### src/sv/assert_macros.svh
// Assertion macros used by the deadlock safety check datapath.
// Depends on a clock named clk and a synchronous reset named rst in scope.
`ifndef ASSERT_MACROS_SVH
`define ASSERT_MACROS_SVH

// Property that must hold at every clock edge outside reset
`define DSC_ASSERT(label, prop, msg) \
  label: assert property (@(posedge clk) disable iff (rst) (prop)) else $error(msg);

// Implication checked in the same cycle
`define DSC_ASSERT_IMP(label, cond, prop, msg) \
  label: assert property (@(posedge clk) disable iff (rst) (cond) |-> (prop)) else $error(msg);

// Implication checked in the next cycle
`define DSC_ASSERT_NEXT(label, cond, prop, msg) \
  label: assert property (@(posedge clk) disable iff (rst) (cond) |=> (prop)) else $error(msg);

`endif

### src/sv/dsc_pkg.sv
// Package for the deadlock safety check: sizes, action codes, FSM states
// and the command/status structs between controller and datapath. No dependencies.
package dsc_pkg;

  localparam int MAX_PROCESSES = 16;
  localparam int MAX_RESOURCES = 16;
  localparam int AMOUNT_BITS   = 16;

  localparam int PROC_W  = $clog2(MAX_PROCESSES);
  localparam int RES_W   = $clog2(MAX_RESOURCES);
  localparam int CNT_W   = $clog2(MAX_PROCESSES + 1);
  localparam int CFG_W   = 5;
  localparam int ADDR_W  = PROC_W + RES_W;
  localparam int DEPTH   = MAX_PROCESSES * MAX_RESOURCES;
  // work entries hold available plus every allocation of a column
  localparam int WORK_W  = AMOUNT_BITS + $clog2(MAX_PROCESSES + 1);

  // configuration register indexes
  localparam logic REG_PROCESS_COUNT  = 1'b0;
  localparam logic REG_RESOURCE_COUNT = 1'b1;

  typedef enum logic [1:0] {
    ACT_ALLOC = 2'd0,
    ACT_CLAIM = 2'd1,
    ACT_AVAIL = 2'd2,
    ACT_CHECK = 2'd3
  } dsc_action_t;

  typedef enum logic [3:0] {
    ST_IDLE,
    ST_COPY_RD,
    ST_COPY_WR,
    ST_PROBE,
    ST_TEST_RD,
    ST_TEST_EV,
    ST_ADD_RD,
    ST_ADD_EV,
    ST_FINISH
  } dsc_state_t;

  typedef struct packed {
    logic write;        // store a load item
    logic start;        // begin a check: clear marks and tally
    logic copy_wr;      // work[k] <= available[k]
    logic k_clr;
    logic k_inc;
    logic p_clr;
    logic p_inc;
    logic mark;         // process p finished
    logic add;          // work[k] += alloc[p][k]
    logic result_load;  // fill the output register
  } dsc_cmd_t;

  typedef struct packed {
    logic copy_last;    // k is the last resource slot
    logic k_last;       // k is the last resource in use
    logic p_last;       // p is the last process in use
    logic p_done;       // process p already finished
    logic fits;         // claim <= alloc + work for resource k
    logic all_done;     // every process in use finished
    logic out_free;     // output register can take a result
  } dsc_stat_t;

endpackage

### src/sv/dsc_ctrl.sv
// Controller FSM for the deadlock safety check: sequences copy, probe,
// test and add phases. Depends on dsc_pkg.
module dsc_ctrl (
  input  logic                clk,
  input  logic                rst,
  input  logic                in_valid,
  input  logic [1:0]          action,
  output logic                in_ready,
  input  dsc_pkg::dsc_stat_t  stat,
  output dsc_pkg::dsc_cmd_t   cmd
);
  import dsc_pkg::*;

  dsc_state_t state, state_next;

  // state register
  always_ff @(posedge clk) begin
    if (rst) begin
      state <= ST_IDLE;
    end else begin
      state <= state_next;
    end
  end

  // next state and commands
  always_comb begin
    state_next = state;
    cmd        = '0;
    in_ready   = 1'b0;
    unique case (state)
      ST_IDLE: begin
        in_ready = 1'b1;
        if (in_valid) begin
          if (dsc_action_t'(action) == ACT_CHECK) begin
            cmd.start  = 1'b1;
            cmd.k_clr  = 1'b1;
            state_next = ST_COPY_RD;
          end else begin
            cmd.write = 1'b1;
          end
        end
      end
      ST_COPY_RD: begin
        state_next = ST_COPY_WR;
      end
      ST_COPY_WR: begin
        cmd.copy_wr = 1'b1;
        if (stat.copy_last) begin
          cmd.p_clr  = 1'b1;
          state_next = ST_PROBE;
        end else begin
          cmd.k_inc  = 1'b1;
          state_next = ST_COPY_RD;
        end
      end
      ST_PROBE: begin
        if (stat.all_done) begin
          state_next = ST_FINISH;
        end else if (stat.p_done) begin
          if (stat.p_last) begin
            state_next = ST_FINISH;
          end else begin
            cmd.p_inc = 1'b1;
          end
        end else begin
          cmd.k_clr  = 1'b1;
          state_next = ST_TEST_RD;
        end
      end
      ST_TEST_RD: begin
        state_next = ST_TEST_EV;
      end
      ST_TEST_EV: begin
        if (!stat.fits) begin
          if (stat.p_last) begin
            state_next = ST_FINISH;
          end else begin
            cmd.p_inc  = 1'b1;
            state_next = ST_PROBE;
          end
        end else if (stat.k_last) begin
          cmd.mark   = 1'b1;
          cmd.k_clr  = 1'b1;
          state_next = ST_ADD_RD;
        end else begin
          cmd.k_inc  = 1'b1;
          state_next = ST_TEST_RD;
        end
      end
      ST_ADD_RD: begin
        state_next = ST_ADD_EV;
      end
      ST_ADD_EV: begin
        cmd.add = 1'b1;
        if (stat.k_last) begin
          // restart the scan from the first process
          cmd.p_clr  = 1'b1;
          state_next = ST_PROBE;
        end else begin
          cmd.k_inc  = 1'b1;
          state_next = ST_ADD_RD;
        end
      end
      ST_FINISH: begin
        if (stat.out_free) begin
          cmd.result_load = 1'b1;
          state_next      = ST_IDLE;
        end
      end
      default: begin
        state_next = ST_IDLE;
      end
    endcase
  end

endmodule

### config.mk
export PLATFORM = sky130hd
export DESIGN_NAME = dsc_ctrl
export DESIGN_NICKNAME = d
export VERILOG_FILES = /design/src/sv/assert_macros.svh /design/src/sv/dsc_pkg.sv /design/src/sv/dsc_ctrl.sv
export SDC_FILE = /design/constraint.sdc
export NUM_CORES = 1
export LEC_CHECK = 0
export ABC_AREA = 0
export BUFFER_PORTS_ARGS = -buffer_cell sky130_fd_sc_hd__buf_2
export CAP_MARGIN = 25
export CORE_AREA = 2 2 39 41
export DETAILED_ROUTE_END_ITERATION = 16
export DIE_AREA = 0 0 41 43
export PLACE_DENSITY = 0.67
export SETUP_SLACK_MARGIN = 0.3
export SLEW_MARGIN = 20
export SYNTH_ARGS = -nofsm -noshare
export SYNTH_HDL_FRONTEND = slang
export SYNTH_SLANG_ARGS = --single-unit
### constraint.sdc
create_clock -name clk -period 3.7 [get_ports clk]
set_clock_uncertainty 0.1 [all_clocks]
set_input_delay 0.37 -clock clk [delete_from_list [all_inputs] [get_ports clk]]
set_output_delay 0.37 -clock clk [all_outputs]
set_load 0.005 [all_outputs]
==> metrics, run 1 <==
fin. max-slew vios=0; Power Total=151 uW; arrival time of the worst setup path=~1.7 ns; max reg flops=4; crit path kind=register to output port; Power per Cell Area=between 200 and 300 nW/um^2; vias in the first global route=420; Routability Congestion=about 0.8; Area Growth Syn to Fin=31.3%; mux cell area share after synthesis=0; Max H-tree Level=1; Setup crit end kind=output port; insertion delay to the later sink of the worst-skew pair=~0.23 ns; Die Span Y=43 microns; DR vias=approximately 490; #FFs+latches synth=4; Post-layout nets=92; fmax=roughly 0.47 GHz; Top reg by flops=state; LEAKAGE=0.000260 uW; CP max stage cell=dfxtp_1; drt wl/cell=11.3 microns; Synth Cell Area=just over 400 sq um; DR pass1 iterations=4; synth unique cells=28; RSZ-0062 raised after global routing=false; Overflow after GRT=0; Num CTS Buffers=3; CP Cell Sequence=nor4bb_2, nand3_1, o21ai_1, buf_2; I/O pin total=23; final hold vios=0; outcome=finished clean; Resize count post-CTS=0; DIE AREA=about 1800 sq um; Initial Util=0.292; CTS Hold Buffers Added=0; Post-synth EDFFs=0; Placed Instances=between 90 and 100; required time of the worst setup path=3.23 ns; Seq/Total Area, Yosys=0.198; Synth Net Count=69; port bufs=22; post-DP HPWL=around 840 microns; clock root cell=clkbuf_4; async set or reset register ratio after synthesis=0; slowest stage delay, CP=about 0.52 ns; Mapped Avg Cell Area=between 7 and 8 sq um; max-cap violations=0; Inserted Diodes=0; Synth Area in Compound Gates=0.276; Synth Area in Simple Gates=0.415; gr usage total=0.143; Top FF cell, synth=dfxtp_1; min Tclk post-route=about 2.1 ns; share of cells above drive strength 1=0.372; final setup TNS=0 ns; CTS tree=done; vias per cell=around 5.2; core area=approximately 1400 sq um; global-route wire length before repair=between 1500 and 2000 microns; Initial DRC Count=19; largest net degree at the start of global routing=13; xor/xnor share of the synthesized area=0; Syn. warnings=0; # setup viols final=0; largest registers=state: 4 flops; Post-CTS Setup Repair Bufs=0; number of routed nets with antenna violations=0; initial antenna violation count=0; Slew Limit Headroom=0.764; clock buffer depth=2; largest family of logic cells by synthesized area=simple AND/OR/NAND/NOR gates; Peak VDD IR=approximately 0.00015 V; synthesized-area fraction occupied by adder cells=0; pin slew with the least headroom to its limit=0.350 ns; final WL=approximately 1100 microns; HP Class=input port to register; worst hold slack=~0.26 ns; Critical Path Start Type=register; clk slew on worst S/H paths=~0.040 ns; non-filler cells, final=94; fin crit share=0.580; DRC violation count after routing=0; row cnt=14; Num Clock Sinks=4; Mapped Cells=57; critical path fanouts, max=12; die outline width=41 microns
[cell usage after synthesis (2+ instances only)]
library cell  count  area share
nand3_1           3       0.037
nand2_1           7       0.065
nor2_1            6       0.056
a21oi_1           5       0.062
nand3b_1          2       0.037
a22o_1            2       0.043
inv_1             5       0.046
nor2b_1           2       0.031
dfxtp_1           4        0.20
buf_2             3       0.037
[metal layers]
layer	GRT usage	vias to the layer above	share of wire
li1	-	248	-
met5	0	-	0
met1	0.202	215	0.46
met4	0.0600	0	0
met2	0.200	26	0.46
met3	0.0366	0	0.078
[report_power, final]
group          internal (uW)  switching, uW
Clock                   36.2           16.9
Combinational           23.6           20.9
Sequential              46.0           7.21
[layout make-up]
cell class,instances,area (sq um)
well taps,16,20.0
flip-flops and latches,4,80.1
clock buffers,3,22.5
fillers,161,853
multi-input cells,44,279
inverters,5,18.8
repair buffers,22,110
[cells by family (layout without fill, tap and decap cells)]
| kind of cell | Yosys count | after routing |
|---|---|---|
| AOI/OAI and AO/OA | 16 | 16 |
| and+or+nand+nor | 28 | 28 |
| DFF | 4 | 4 |
| buffers and inverters | 9 | 30 |
[worst paths after layout]
path / start / endpoint / slack (ns) / cells after the start
setup / recovery: state[1] / cmd[3] / 1.55 / 4
hold reg to reg: state[3] / state[3] / 0.53 / 2
setup reg to reg: state[1] / state[0] / 2.02 / 3
hold / removal: rst / state[3] / 0.26 / 2
[layout by cell type, fill, tap and decap left out, types with 2 or more instances in the layout]
cell and n:
nor2b_1 2, buf_2 22, a22o_1 2, nand2_1 7
inv_1 5, clkbuf_4 3, dfxtp_1 4, nand3b_1 2
nor2_1 6, a21oi_1 5, nand3_1 3
[worst max-delay path, delay by kind of cell (launching register included)]
kind	cells	cell delay, ns
buffers and inverters	1	0.14
and+or+nand+nor	2	0.64
DFF	1	0.52
AOI/OAI and AO/OA	1	0.14
[per-stage QoR]
step | setup slack, ns | instance area (sq um) | utilization
6_report | 1.55 | 531 | 0.383
5_1_grt | 1.40 | 531 | 0.383
4_1_cts | 1.57 | 531 | 0.383
3_5_place_dp | 1.82 | 508 | 0.367
3_3_place_gp | 1.88 | 508 | 0.367
2_1_floorplan | 2.09 | 404 | -
Note: power is estimated with default switching activity, not from simulation.
==> run 2, diff against run 1 <==
==> constraint.sdc (replaced) <==
create_clock -name clk -period 2 [get_ports clk]
set_clock_uncertainty 0.1 [all_clocks]
set_input_delay 0.2 -clock clk [delete_from_list [all_inputs] [get_ports clk]]
set_output_delay 0.2 -clock clk [all_outputs]
set_load 0.005 [all_outputs]
==> run 2 against run 1 <==
- wire length is 1.9% higher
- non-clock buffer count is 6 higher
- core utilization is 5.6 points higher
- critical path depth stayed put
- via count is 0.61% higher
- worst setup slack worse by 1.2 ns
- power is 95% higher
- first-iteration DRC count is 47% lower
- final cell count is 6.4% higher
- sequential share of layout area is 0.49 points lower
==> metrics, run 2 (synthesis gave the netlist of run 1 again) <==
outcome=finished clean; CP Cell Sequence=nor4_4, nand2_1, o211ai_1, buf_2; CP max stage cell=nor4_4; clock buffer depth=2; Die Span Y=roughly 43 microns; Setup crit end kind=output port; die outline width=41 microns; fmax=0.592 GHz; Num Clock Sinks=4; Max H-tree Level=1; Critical Path Start Type=register; final setup TNS=0 ns; r2r worst-path depth=5; I/O pin total=23; pin slew with the least headroom to its limit=between 0.3 and 0.4 ns; CTS Hold Buffers Added=0; initial antenna violation count=0; vias in the first global route=418; Initial DRC Count=10; fin. max-slew vios=0; non-filler cells, final=100; Post-layout nets=roughly 100; hold_sp=rst; r2r setup slk=around 0.6 ns; critical path fanouts, max=6; # setup viols final=0; final hold vios=0; required time of the worst setup path=about 1.7 ns; DR vias=between 400 and 500; sequential share of power=0.309; port bufs=22; Hold Path Depth=2; WP buf/inv=1; RSZ-0062 raised after global routing=true; slowest stage delay, CP=about 0.37 ns; vias per cell=between 4 and 5; Hold Crit Endpoint=state[2]; crit path kind=register to output port; Num CTS Buffers=3; delay-heaviest family, CP=simple AND/OR/NAND/NOR gates; post-DP HPWL=782 microns; Power per Cell Area=between 400 and 500 nW/um^2; gr usage total=0.137; Routability Congestion=~0.80; min Tclk post-route=1.69 ns; Clk network pwr share=0.326; Levels on crit path=4; Top reg by flops=state; fin crit share=0.845; largest net degree at the start of global routing=12; DR pass1 iterations=3; drt wl/cell=roughly 11 microns; DIE AREA=1760 sq um; clk slew on worst S/H paths=approximately 0.04 ns; clock root cell=clkbuf_4; Area Growth Syn to Fin=50.5%; Sw Pwr=86.7 uW; global-route wire length before repair=1660 microns; Initial Util=0.292; switching part of the total=0.294; LEAKAGE=0.000299 uW; arrival time of the worst setup path=1.39 ns; Overflow after GRT=0; row cnt=14; reg-to-reg endpoint=state[3]; CTS tree=done; Slew Limit Headroom=0.786; Inserted Diodes=0; max-cap violations=0; DRC violation count after routing=0; Placed Instances=92; number of routed nets with antenna violations=0; final WL=between 1000 and 1500 microns; largest registers=state: 4 flops; Peak VDD IR=~0.00027 V; insertion delay to the later sink of the worst-skew pair=approximately 0.23 ns; logic gate share of total power=0.365; max reg flops=4; most common cell after layout, fill and taps aside=buf_2; core area=approximately 1400 sq um; share of cells above drive strength 1=0.488; commonest cells after routing, fill and taps aside=buf_2 (22), nand2_1 (7), nor2_1 (6); Critical R2R Launch=state[3]; Internal Power=roughly 210 uW; HP Class=input port to register
==> run 2: power by group through the flow <==
stage	Combinational [uW]	Sequential (uW)	Clock, uW
6_report	107	91.0	96.0
3_5_place_dp	89.0	93.8	0
2_1_floorplan	59.3	88.1	0
3_3_place_gp	88.3	93.8	0
5_1_grt	121	91.8	104
4_1_cts	95.9	93.4	101
==> run 2: metal layers <==
layer,up-vias,GRT usage,share of wire
li1,262,-,-
met1,210,0.183,0.48
met2,20,0.200,0.46
met3,0,0.0314,0.054
met4,0,0.0600,0
met5,-,0,0
==> run 2: per-stage QoR <==
step | setup slack (ns) | hold slack [ns] | total power [uW] | util | cell area (sq um)
floorplan | 0.562 | 0.169 | 147 | - | 404
global placement | 0.372 | 0.317 | 182 | 0.373 | 515
detailed placement | 0.367 | 0.311 | 183 | 0.373 | 515
CTS | 0.305 | 0.0655 | 290 | 0.421 | 583
global route | 0.227 | 0.0790 | 316 | 0.439 | 608
finish | 0.311 | 0.0762 | 294 | 0.439 | 608
==> run 2: worst reg2reg max path, delay by kind of cell, from the launching register on <==
family	cells	cell delay, ns
AND/OR/NAND/NOR	2	0.45
AO/OA/AOI/OAI	2	0.25
buffers and inverters	1	0.17
flip-flops	1	0.36
==> run 2: timing repair <==
item | CTS | global route
pin swaps | 1 | 1
setup endpoints to repair | 4 | 5
hold endpoints to repair | 0 | 0
resized for setup | 8 | 2
gates cloned | 0 | 0
setup buffers | 2 | 3
==> run 2: how the worst max path moves through the flow <==
stage	start	end	slack, ns
finish	state[0]	cmd[6]	0.31
global route	state[2]	cmd[3]	0.23
CTS	state[0]	cmd[3]	0.30
floorplan	state[0]	cmd[4]	0.56
detailed placement	state[0]	cmd[3]	0.37
global placement	state[0]	cmd[3]	0.37
==> run 2: final cells by class <==
class / instances / area [sq um]
Fill cell: 144 / 776
Multi-Input combinational cell: 44 / 305
Timing Repair Buffer: 28 / 153
Sequential cell: 4 / 88.8
Clock buffer: 3 / 22.5
Tap cell: 16 / 20.0
Inverter: 5 / 18.8
